[src/sv/npg_pkg.sv]
// ----------------------------------------------------------------------------
// npg_pkg
// Shared types and constants of the next permutation generator.
// ----------------------------------------------------------------------------
`default_nettype none

package npg_pkg;

    // default storage shape
    localparam int MAX_ELEMS_DEF = 8;
    localparam int ELEM_BITS_DEF = 16;

    // fixed field widths at the ports
    localparam int OP_W     = 1;
    localparam int IDX_FW   = 3;
    localparam int VAL_FW   = 16;
    localparam int COUNT_FW = 4;
    localparam int TDATA_W  = 24;

    localparam logic [COUNT_FW-1:0] ELEM_COUNT_RST = 4'd8;

    // item kinds
    localparam logic [OP_W-1:0] OP_LOAD = 1'b0;
    localparam logic [OP_W-1:0] OP_STEP = 1'b1;

    typedef enum logic [3:0] {
        ST_IDLE,
        ST_FIND_RD,
        ST_FIND_CMP,
        ST_SUCC_RD,
        ST_SUCC_CMP,
        ST_SWAP2,
        ST_REV_RD,
        ST_REV_W1,
        ST_REV_W2,
        ST_EMIT_RD,
        ST_EMIT_LD
    } npg_state_t;

    typedef struct packed {
        logic rd_en;
        logic wr_en;
    } npg_mem_ctl_t;

endpackage : npg_pkg

`default_nettype wire

[src/sv/npg_mem.sv]
// ----------------------------------------------------------------------------
// npg_mem
// Element store: one write port, two read ports with registered read data.
// ----------------------------------------------------------------------------
`default_nettype none

module npg_mem #(
    parameter int DEPTH = 8,
    parameter int WIDTH = 16,
    parameter int AW    = 3
) (
    input  wire logic                 aclk,
    input  wire npg_pkg::npg_mem_ctl_t ctl,
    input  wire logic [AW-1:0]        wr_addr,
    input  wire logic [WIDTH-1:0]     wr_data,
    input  wire logic [AW-1:0]        rd_addr_a,
    input  wire logic [AW-1:0]        rd_addr_b,
    output logic      [WIDTH-1:0]     rd_data_a,
    output logic      [WIDTH-1:0]     rd_data_b
);
    import npg_pkg::*;

    logic [WIDTH-1:0] mem_reg [DEPTH];
    logic [WIDTH-1:0] rd_a_reg;
    logic [WIDTH-1:0] rd_b_reg;

    always_ff @(posedge aclk) begin
        if (ctl.wr_en) begin
            mem_reg[wr_addr] <= wr_data;
        end
    end

    // read data holds while rd_en is low
    always_ff @(posedge aclk) begin
        if (ctl.rd_en) begin
            rd_a_reg <= mem_reg[rd_addr_a];
            rd_b_reg <= mem_reg[rd_addr_b];
        end
    end

    assign rd_data_a = rd_a_reg;
    assign rd_data_b = rd_b_reg;

endmodule : npg_mem

`default_nettype wire

[src/sv/npg_ctrl.sv]
// ----------------------------------------------------------------------------
// npg_ctrl
// Sequencer with one shared comparator: element loads, ascent scan, successor scan, swap,
// tail reversal and element readout.
// ----------------------------------------------------------------------------
`default_nettype none

module npg_ctrl #(
    parameter int MAX_ELEMS = 8,
    parameter int ELEM_BITS = 16,
    parameter int AW        = 3,
    parameter int CNT_W     = 4
) (
    input  wire logic                          aclk,
    input  wire logic                          aresetn,
    input  wire logic                          in_accept,
    input  wire logic [npg_pkg::OP_W-1:0]      in_op,
    input  wire logic [npg_pkg::IDX_FW-1:0]    in_idx,
    input  wire logic [npg_pkg::VAL_FW-1:0]    in_val,
    input  wire logic [npg_pkg::COUNT_FW-1:0]  elem_count,
    output logic                               in_ready,
    output npg_pkg::npg_mem_ctl_t              mem_ctl,
    output logic      [AW-1:0]                 wr_addr,
    output logic      [ELEM_BITS-1:0]          wr_data,
    output logic      [AW-1:0]                 rd_addr_a,
    output logic      [AW-1:0]                 rd_addr_b,
    input  wire logic [ELEM_BITS-1:0]          rd_data_a,
    input  wire logic [ELEM_BITS-1:0]          rd_data_b,
    input  wire logic                          out_free,
    output logic                               out_load,
    output logic      [AW-1:0]                 out_pos,
    output logic      [ELEM_BITS-1:0]          out_elem,
    output logic                               out_adv,
    output logic                               out_last
);
    import npg_pkg::*;

    localparam int CW = (CNT_W > COUNT_FW) ? CNT_W : COUNT_FW;

    npg_state_t           state_reg, state_next;
    logic [AW-1:0]        k_reg, k_next;
    logic [AW-1:0]        p_reg, p_next;
    logic [AW-1:0]        j_reg, j_next;
    logic [AW-1:0]        lo_reg, lo_next;
    logic [CNT_W-1:0]     n_reg, n_next;
    logic [ELEM_BITS-1:0] pv_reg, pv_next;
    logic                 adv_reg, adv_next;

    logic [CW-1:0]        cnt_w;
    logic [CNT_W-1:0]     len;
    logic [AW-1:0]        n_last;
    logic [ELEM_BITS-1:0] cmp_x;
    logic [ELEM_BITS-1:0] cmp_y;
    logic                 cmp_lt;

    // zero counts as one, too large saturates
    always_comb begin
        cnt_w = CW'(elem_count);
        if (cnt_w == '0) begin
            len = CNT_W'(1);
        end else if (cnt_w > CW'(MAX_ELEMS)) begin
            len = CNT_W'(MAX_ELEMS);
        end else begin
            len = CNT_W'(cnt_w);
        end
    end

    assign n_last = AW'(n_reg - 1'b1);

    // the shared comparator
    always_comb begin
        case (state_reg)
            ST_SUCC_CMP: begin
                cmp_x = pv_reg;
                cmp_y = rd_data_a;
            end
            default: begin
                cmp_x = rd_data_a;
                cmp_y = rd_data_b;
            end
        endcase
    end

    assign cmp_lt = cmp_x < cmp_y;

    always_ff @(posedge aclk) begin
        if (!aresetn) begin
            state_reg <= ST_IDLE;
            adv_reg   <= 1'b0;
        end else begin
            state_reg <= state_next;
            adv_reg   <= adv_next;
        end
    end

    always_ff @(posedge aclk) begin
        k_reg  <= k_next;
        p_reg  <= p_next;
        j_reg  <= j_next;
        lo_reg <= lo_next;
        n_reg  <= n_next;
        pv_reg <= pv_next;
    end

    always_comb begin
        state_next    = state_reg;
        k_next        = k_reg;
        p_next        = p_reg;
        j_next        = j_reg;
        lo_next       = lo_reg;
        n_next        = n_reg;
        pv_next       = pv_reg;
        adv_next      = adv_reg;
        in_ready      = 1'b0;
        mem_ctl.rd_en = 1'b0;
        mem_ctl.wr_en = 1'b0;
        wr_addr       = k_reg;
        wr_data       = rd_data_a;
        rd_addr_a     = k_reg;
        rd_addr_b     = k_reg;
        out_load      = 1'b0;
        out_pos       = k_reg;
        out_elem      = rd_data_a;
        out_adv       = adv_reg;
        out_last      = (k_reg == n_last);

        case (state_reg)
            ST_IDLE: begin
                in_ready = 1'b1;
                if (in_accept) begin
                    if (in_op == OP_STEP) begin
                        n_next     = len;
                        k_next     = AW'(len - 1'b1);
                        state_next = ST_FIND_RD;
                    end else if (32'(in_idx) < MAX_ELEMS) begin
                        mem_ctl.wr_en = 1'b1;
                        wr_addr       = AW'(in_idx);
                        wr_data       = ELEM_BITS'(in_val);
                    end
                end
            end
            ST_FIND_RD: begin
                if (k_reg == '0) begin
                    // no ascent: last permutation or a single element
                    adv_next   = 1'b0;
                    state_next = ST_EMIT_RD;
                end else begin
                    mem_ctl.rd_en = 1'b1;
                    rd_addr_a     = AW'(k_reg - 1'b1);
                    rd_addr_b     = k_reg;
                    state_next    = ST_FIND_CMP;
                end
            end
            ST_FIND_CMP: begin
                if (cmp_lt) begin
                    p_next     = AW'(k_reg - 1'b1);
                    pv_next    = rd_data_a;
                    j_next     = n_last;
                    state_next = ST_SUCC_RD;
                end else begin
                    k_next     = AW'(k_reg - 1'b1);
                    state_next = ST_FIND_RD;
                end
            end
            ST_SUCC_RD: begin
                mem_ctl.rd_en = 1'b1;
                rd_addr_a     = j_reg;
                state_next    = ST_SUCC_CMP;
            end
            ST_SUCC_CMP: begin
                if (cmp_lt) begin
                    mem_ctl.wr_en = 1'b1;
                    wr_addr       = p_reg;
                    wr_data       = rd_data_a;
                    lo_next       = AW'(p_reg + 1'b1);
                    state_next    = ST_SWAP2;
                end else begin
                    j_next     = AW'(j_reg - 1'b1);
                    state_next = ST_SUCC_RD;
                end
            end
            ST_SWAP2: begin
                mem_ctl.wr_en = 1'b1;
                wr_addr       = j_reg;
                wr_data       = pv_reg;
                j_next        = n_last;
                state_next    = ST_REV_RD;
            end
            ST_REV_RD: begin
                if (lo_reg < j_reg) begin
                    mem_ctl.rd_en = 1'b1;
                    rd_addr_a     = lo_reg;
                    rd_addr_b     = j_reg;
                    state_next    = ST_REV_W1;
                end else begin
                    adv_next   = 1'b1;
                    k_next     = '0;
                    state_next = ST_EMIT_RD;
                end
            end
            ST_REV_W1: begin
                mem_ctl.wr_en = 1'b1;
                wr_addr       = lo_reg;
                wr_data       = rd_data_b;
                state_next    = ST_REV_W2;
            end
            ST_REV_W2: begin
                mem_ctl.wr_en = 1'b1;
                wr_addr       = j_reg;
                wr_data       = rd_data_a;
                lo_next       = AW'(lo_reg + 1'b1);
                j_next        = AW'(j_reg - 1'b1);
                state_next    = ST_REV_RD;
            end
            ST_EMIT_RD: begin
                // output register is empty by the next cycle
                if (out_free) begin
                    mem_ctl.rd_en = 1'b1;
                    rd_addr_a     = k_reg;
                    state_next    = ST_EMIT_LD;
                end
            end
            ST_EMIT_LD: begin
                out_load = 1'b1;
                if (k_reg == n_last) begin
                    state_next = ST_IDLE;
                end else begin
                    k_next     = AW'(k_reg + 1'b1);
                    state_next = ST_EMIT_RD;
                end
            end
            default: begin
                state_next = ST_IDLE;
            end
        endcase
    end

endmodule : npg_ctrl

`default_nettype wire

[src/sv/next_permutation_generator_top.sv]
// ----------------------------------------------------------------------------
// next_permutation_generator_top
// Lexicographic next permutation over a stored vector, one element a result.
// ----------------------------------------------------------------------------
// load transfer: written to the store at acceptance, no result
// step: ascent scan and successor scan, one compare at a time, then the two swap
//   writes, the tail reversal a pair at a time, and the readout of every element
// next transfer is taken once the last result sits in the output register
// reset: sequencer idle, output empty, elem_count 8; store contents undefined
`default_nettype none

module next_permutation_generator_top #(
    parameter int MAX_ELEMS = npg_pkg::MAX_ELEMS_DEF,
    parameter int ELEM_BITS = npg_pkg::ELEM_BITS_DEF
) (
    input  wire logic                           aclk,
    input  wire logic                           aresetn,
    input  wire logic                           cfg_wr_en,
    input  wire logic [npg_pkg::COUNT_FW-1:0]   cfg_wr_data,
    input  wire logic                           s_tvalid,
    output logic                                s_tready,
    // [2:0] elem_index, [18:3] elem_value, [23:19] zero
    input  wire logic [npg_pkg::TDATA_W-1:0]    s_tdata,
    // [0] op
    input  wire logic [npg_pkg::OP_W-1:0]       s_tuser,
    output logic                                m_tvalid,
    input  wire logic                           m_tready,
    // [2:0] out_index, [18:3] out_value, [23:19] zero
    output logic      [npg_pkg::TDATA_W-1:0]    m_tdata,
    // [0] advanced
    output logic                                m_tuser,
    output logic                                m_tlast
);
    import npg_pkg::*;

    localparam int AW    = $clog2(MAX_ELEMS);
    localparam int CNT_W = $clog2(MAX_ELEMS + 1);

    logic [COUNT_FW-1:0]  elem_count_reg;
    npg_mem_ctl_t         mem_ctl;
    logic [AW-1:0]        wr_addr;
    logic [ELEM_BITS-1:0] wr_data;
    logic [AW-1:0]        rd_addr_a;
    logic [AW-1:0]        rd_addr_b;
    logic [ELEM_BITS-1:0] rd_data_a;
    logic [ELEM_BITS-1:0] rd_data_b;
    logic                 in_accept;
    logic                 out_free;
    logic                 out_load;
    logic [AW-1:0]        out_pos;
    logic [ELEM_BITS-1:0] out_elem;
    logic                 out_adv;
    logic                 out_last;

    logic                 m_valid_reg;
    logic [IDX_FW-1:0]    m_index_reg;
    logic [VAL_FW-1:0]    m_value_reg;
    logic                 m_adv_reg;
    logic                 m_last_reg;

    always_ff @(posedge aclk) begin
        if (!aresetn) begin
            elem_count_reg <= ELEM_COUNT_RST;
        end else if (cfg_wr_en) begin
            elem_count_reg <= cfg_wr_data;
        end
    end

    assign in_accept = s_tvalid && s_tready;
    assign out_free  = !m_valid_reg || m_tready;

    npg_ctrl #(
        .MAX_ELEMS (MAX_ELEMS),
        .ELEM_BITS (ELEM_BITS),
        .AW        (AW),
        .CNT_W     (CNT_W)
    ) u_ctrl (
        .aclk       (aclk),
        .aresetn    (aresetn),
        .in_accept  (in_accept),
        .in_op      (s_tuser),
        .in_idx     (s_tdata[IDX_FW-1:0]),
        .in_val     (s_tdata[IDX_FW+VAL_FW-1:IDX_FW]),
        .elem_count (elem_count_reg),
        .in_ready   (s_tready),
        .mem_ctl    (mem_ctl),
        .wr_addr    (wr_addr),
        .wr_data    (wr_data),
        .rd_addr_a  (rd_addr_a),
        .rd_addr_b  (rd_addr_b),
        .rd_data_a  (rd_data_a),
        .rd_data_b  (rd_data_b),
        .out_free   (out_free),
        .out_load   (out_load),
        .out_pos    (out_pos),
        .out_elem   (out_elem),
        .out_adv    (out_adv),
        .out_last   (out_last)
    );

    npg_mem #(
        .DEPTH (MAX_ELEMS),
        .WIDTH (ELEM_BITS),
        .AW    (AW)
    ) u_mem (
        .aclk      (aclk),
        .ctl       (mem_ctl),
        .wr_addr   (wr_addr),
        .wr_data   (wr_data),
        .rd_addr_a (rd_addr_a),
        .rd_addr_b (rd_addr_b),
        .rd_data_a (rd_data_a),
        .rd_data_b (rd_data_b)
    );

    // output register
    always_ff @(posedge aclk) begin
        if (!aresetn) begin
            m_valid_reg <= 1'b0;
        end else if (out_load) begin
            m_valid_reg <= 1'b1;
        end else if (m_tready) begin
            m_valid_reg <= 1'b0;
        end
    end

    always_ff @(posedge aclk) begin
        if (out_load) begin
            m_index_reg <= IDX_FW'(out_pos);
            m_value_reg <= VAL_FW'(out_elem);
            m_adv_reg   <= out_adv;
            m_last_reg  <= out_last;
        end
    end

    assign m_tvalid = m_valid_reg;
    assign m_tdata  = {(TDATA_W - IDX_FW - VAL_FW)'(0), m_value_reg, m_index_reg};
    assign m_tuser  = m_adv_reg;
    assign m_tlast  = m_last_reg;

endmodule : next_permutation_generator_top

`default_nettype wire

[config.mk]
export PLATFORM = sky130hd
export DESIGN_NAME = next_permutation_generator_top
export DESIGN_NICKNAME = d
export VERILOG_FILES = /design/src/sv/npg_pkg.sv /design/src/sv/npg_mem.sv /design/src/sv/npg_ctrl.sv /design/src/sv/next_permutation_generator_top.sv
export SDC_FILE = /design/constraint.sdc
export NUM_CORES = 1
export LEC_CHECK = 0
export ABC_CLOCK_PERIOD_IN_PS = 10500
export BUFFER_PORTS_ARGS = -buffer_cell sky130_fd_sc_hd__buf_2
export CAP_MARGIN = 20
export CORE_MARGIN = 5
export CORE_UTILIZATION = 40
export CTS_CLUSTER_DIAMETER = 150
export CTS_CLUSTER_SIZE = 14
export DETAILED_ROUTE_END_ITERATION = 8
export PLACE_DENSITY = 0.61
export SYNTH_ARGS = -nofsm -noshare
export SYNTH_HDL_FRONTEND = slang
export SYNTH_SLANG_ARGS = --single-unit
[constraint.sdc]
create_clock -name aclk -period 10.5 [get_ports aclk]
set_input_delay 1.05 -clock aclk [delete_from_list [all_inputs] [get_ports aclk]]
set_output_delay 1.05 -clock aclk [all_outputs]
set_load 0.01 [all_outputs]
==> metrics.md <==
| Metric | Value |
|---|---|
| Status | `completed` |
| Sequential share of the synthesized area | `58.82%` |
| Die height | `177.1 microns` |
| Overall via count from detail_route | `6682` |
| Filler Cell Count | `2474` |
| Warnings from Yosys | `0` |
| Pre-antenna DRT Iters | `7` |
| Area Overhead vs Synth | `11.75%` |
| Max-slew violations | `0` |
| Number of clock sinks | `222` |
| Async set-reset flop share out of synthesis | `0%` |
| # DRC | `0` |
| Max FFs per register | `128` |
| Hold endpoint | `m_tuser$_DFFE_PP_` |
| Cell Pwr Density | `161.6 nW/um^2` |
| Reg power frac | `52.7%` |
| RSZ-0062 raised after global routing | `no` |
| CP max FO | `33` |
| VDD IR max | `0.09505 mV` |
| Placed insts | `1185` |
| Fraction of layout cells with a size suffix above 1 | `22.29%` |
| Die footprint | `31350 sq um` |
| Tmin final | `5.503 ns` |
| Initial antenna violation count | `0` |
| CTS Buf Count | `19` |
| First-pass GRT wire length | `38.60 mm` |
| Antenna cell count | `0` |
| Clock power frac | `31.4%` |
| Combinational power share | `15.9%` |
| Fin. Hold Viols | `0` |
| Gr ovfl total | `0` |
| Count of final setup violators | `0` |
| Reg-to-Reg Start | `u_ctrl.state_reg[2]$_SDFFE_PN0P_` |
| Sw Share | `25.22%` |
| Leakage power | `4.569 nW` |
| Max H-tree Level | `1` |
| Final Skew | `0.01714 ns` |
| Post-synth top area share | `57.03%` |
| Final cell count without fillers | `1217` |
| Net Sw Power | `0.0005084 W` |
| DRT Wirelength | `25.66 mm` |
| Reg2reg end | `u_mem.mem_reg[4][2]$_DFFE_PP_` |
| CTS tree | `done` |
| Wire length per cell | `21.09 microns` |
| Crit path kind | `flop to flop` |
| # IOs | `62` |
| Starting Density | `40.29%` |
| Cells on worst reg2reg path | `14` |
| Max Cap Violations | `0` |
| Commonest cells in the netlist | `edfxtp_1 (212), mux2i_1 (136), nand2_1 (76)` |
| GRT Util Overall | `16.15%` |
| Final period utilization | `52.41%` |
| Worst path required time | `10.68 ns` |
| Clock root cell | `clkbuf_16` |
| Placeable Area | `27710 sq um` |
| Top-count cell post-synth | `edfxtp_1` |
| Cell area after synthesis | `11160 sq um` |
| Setup ws final | `4.997 ns` |
| Detailed Route Iter0 Violations | `480` |
| I/O Buffers | `51` |
| HP Class | `flop to flop` |
| Number of global-route vias before repair | `6452` |
| Die width | `177.1 microns` |
| Synth Area per Inst | `14.37 sq um` |
| Hold_buf cts | `0` |
| Placed Area | `11920 sq um` |
| Max Clock Freq | `0.1817 GHz` |
| Area contributors post-synth | `edfxtp_1 (57%), mux2i_1 (12%), mux4_2 (6.5%), mux2_2 (3.3%), ha_1 (2.7%)` |
| Largest net degree at the start of global routing | `37` |
| Post-CTS sizing | `0` |
| Post-detailed-route via-to-cell ratio | `5.491` |
| Gpl congestion | `0.8286` |
| Worst Hold Path Cells | `0` |
| Min-delay src | `u_ctrl.out_adv$_SDFFE_PN0P_` |
| Design area | `12470 sq um` |
| Synth cell types | `64` |
| FF-to-FF setup slack | `5.00 ns` |
| Placed wire-length estimate | `16.31 mm` |
| Routed Antenna Nets | `0` |
| Max Root-Sink Buffers | `3` |
| Setup TNS | `0 ns` |
| Crit path launch type | `flop` |
| Row count | `61` |
| CP arrival | `5.69 ns` |
| Nets | `892` |
| Clock Latency Late Sink | `0.49 ns` |
| Place WS | `4.948 ns` |
| Slew headroom | `27.14%` |
| Worst-path clk slew | `0.08 ns` |
| Internal power | `0.001507 W` |
| Worst setup EP type | `flop` |
| Post-synth EDFFs | `212` |
| Leading area contributor after synthesis | `edfxtp_1` |
| Worst slew pin tran | `1.081 ns` |
| Flops & latches, synth | `222` |
| Main synth FF type | `edfxtp_1` |
| Postcts setup bufs | `0` |
| Gate Count Post-Synth | `777` |
-- placed cells by master, fill, tap and decap left out, types with 16 or more instances in the layout --
master and n:
mux2i_1 136, ha_1 24, mux2_2 33, buf_2 51
edfxtp_1 212, a22oi_1 17, nor2_1 23, inv_1 18
a21oi_1 16, o21ai_0 22, nand2_1 76, buf_4 21
clkbuf_16 19, mux4_2 32
-- power groups by stage --
stage | Combinational [W] | Clock (W) | Sequential (W)
3_3_place_gp | 0.000316 | 0 | 0.00108
5_1_grt | 0.000348 | 0.000682 | 0.00107
4_1_cts | 0.000319 | 0.000648 | 0.00106
6_report | 0.000321 | 0.000632 | 0.00106
3_5_place_dp | 0.000317 | 0 | 0.00108
2_1_floorplan | 0.000233 | 0 | 0.00107
-- worst max-delay path by stage --
stage | endpoint | slack [ns] | depth (start not counted) | start
2_1_floorplan | u_mem.mem_reg[7][0]$_DFFE_PP_ | 5.46 | 12 | u_ctrl.state_reg[3]$_SDFFE_PN0P_
3_3_place_gp | u_mem.mem_reg[4][9]$_DFFE_PP_ | 4.98 | 13 | u_ctrl.state_reg[2]$_SDFFE_PN0P_
3_5_place_dp | u_mem.mem_reg[4][9]$_DFFE_PP_ | 4.95 | 13 | u_ctrl.state_reg[2]$_SDFFE_PN0P_
4_1_cts | u_mem.mem_reg[4][15]$_DFFE_PP_ | 4.91 | 13 | u_ctrl.state_reg[2]$_SDFFE_PN0P_
5_1_grt | u_mem.mem_reg[4][15]$_DFFE_PP_ | 4.72 | 14 | u_ctrl.state_reg[2]$_SDFFE_PN0P_
6_report | u_mem.mem_reg[4][2]$_DFFE_PP_ | 5.00 | 14 | u_ctrl.state_reg[2]$_SDFFE_PN0P_
-- routing by layer --
layer | track usage, % | share of wire [%] | up-vias
li1 | - | - | 3100
met1 | 23.14 | 45 | 3354
met2 | 26.88 | 48 | 201
met3 | 1.773 | 5.6 | 27
met4 | 3.288 | 1.6 | 0
met5 | 0 | 0 | -
-- cell families after synthesis --
family,count (synthesis),synth area share (%)
AOI/OAI and AO/OA,95,5.929
xor gates and xnor gates,10,0.7846
other,1,0.03359
adders and majority gates,24,2.690
buffers and inverters,64,2.712
DFF,222,58.82
and+or+nand+nor,160,7.050
muxes,201,21.98
-- final cells by class --
cell class | count | area (sq um) | share of cell area (%)
sequential | 222 | 6566 | 52.64
timing repair buffer | 78 | 455.4 | 3.651
clock buffer | 25 | 508.0 | 4.072
clock inverter | 1 | 8.758 | 0.07021
tap | 378 | 473.0 | 3.791
inverter | 18 | 67.56 | 0.5416
multi-input combinational | 495 | 4395 | 35.24
-- critical path, cell delays in order, from the launching register on --
cell and delay, ns:
dfxtp_1 0.77, nor4b_4 0.41, buf_4 0.48, mux2_2 0.39
ha_1 0.31, a21o_1 0.18, a221o_1 0.33, a221oi_1 0.28
o211ai_1 0.12, buf_4 0.20, or3b_1 0.19, o311ai_0 0.20
clkbuf_2 0.20, nor3_2 0.74, buf_4 0.34
-- through the flow --
| step | utilization (%) | hold slack (ns) | power [W] |
|---|---|---|---|
| final | 45.03 | 0.4341 | 0.002015 |
| after global routing | 45.03 | 0.4644 | 0.002097 |
| after CTS | 44.87 | 0.4340 | 0.002029 |
| after detailed placement | 43.01 | 0.4190 | 0.001399 |
| after global placement | 43.01 | 0.4191 | 0.001396 |
| after floorplan | - | 0.4081 | 0.001300 |
Power figures use the tool's default switching activity.
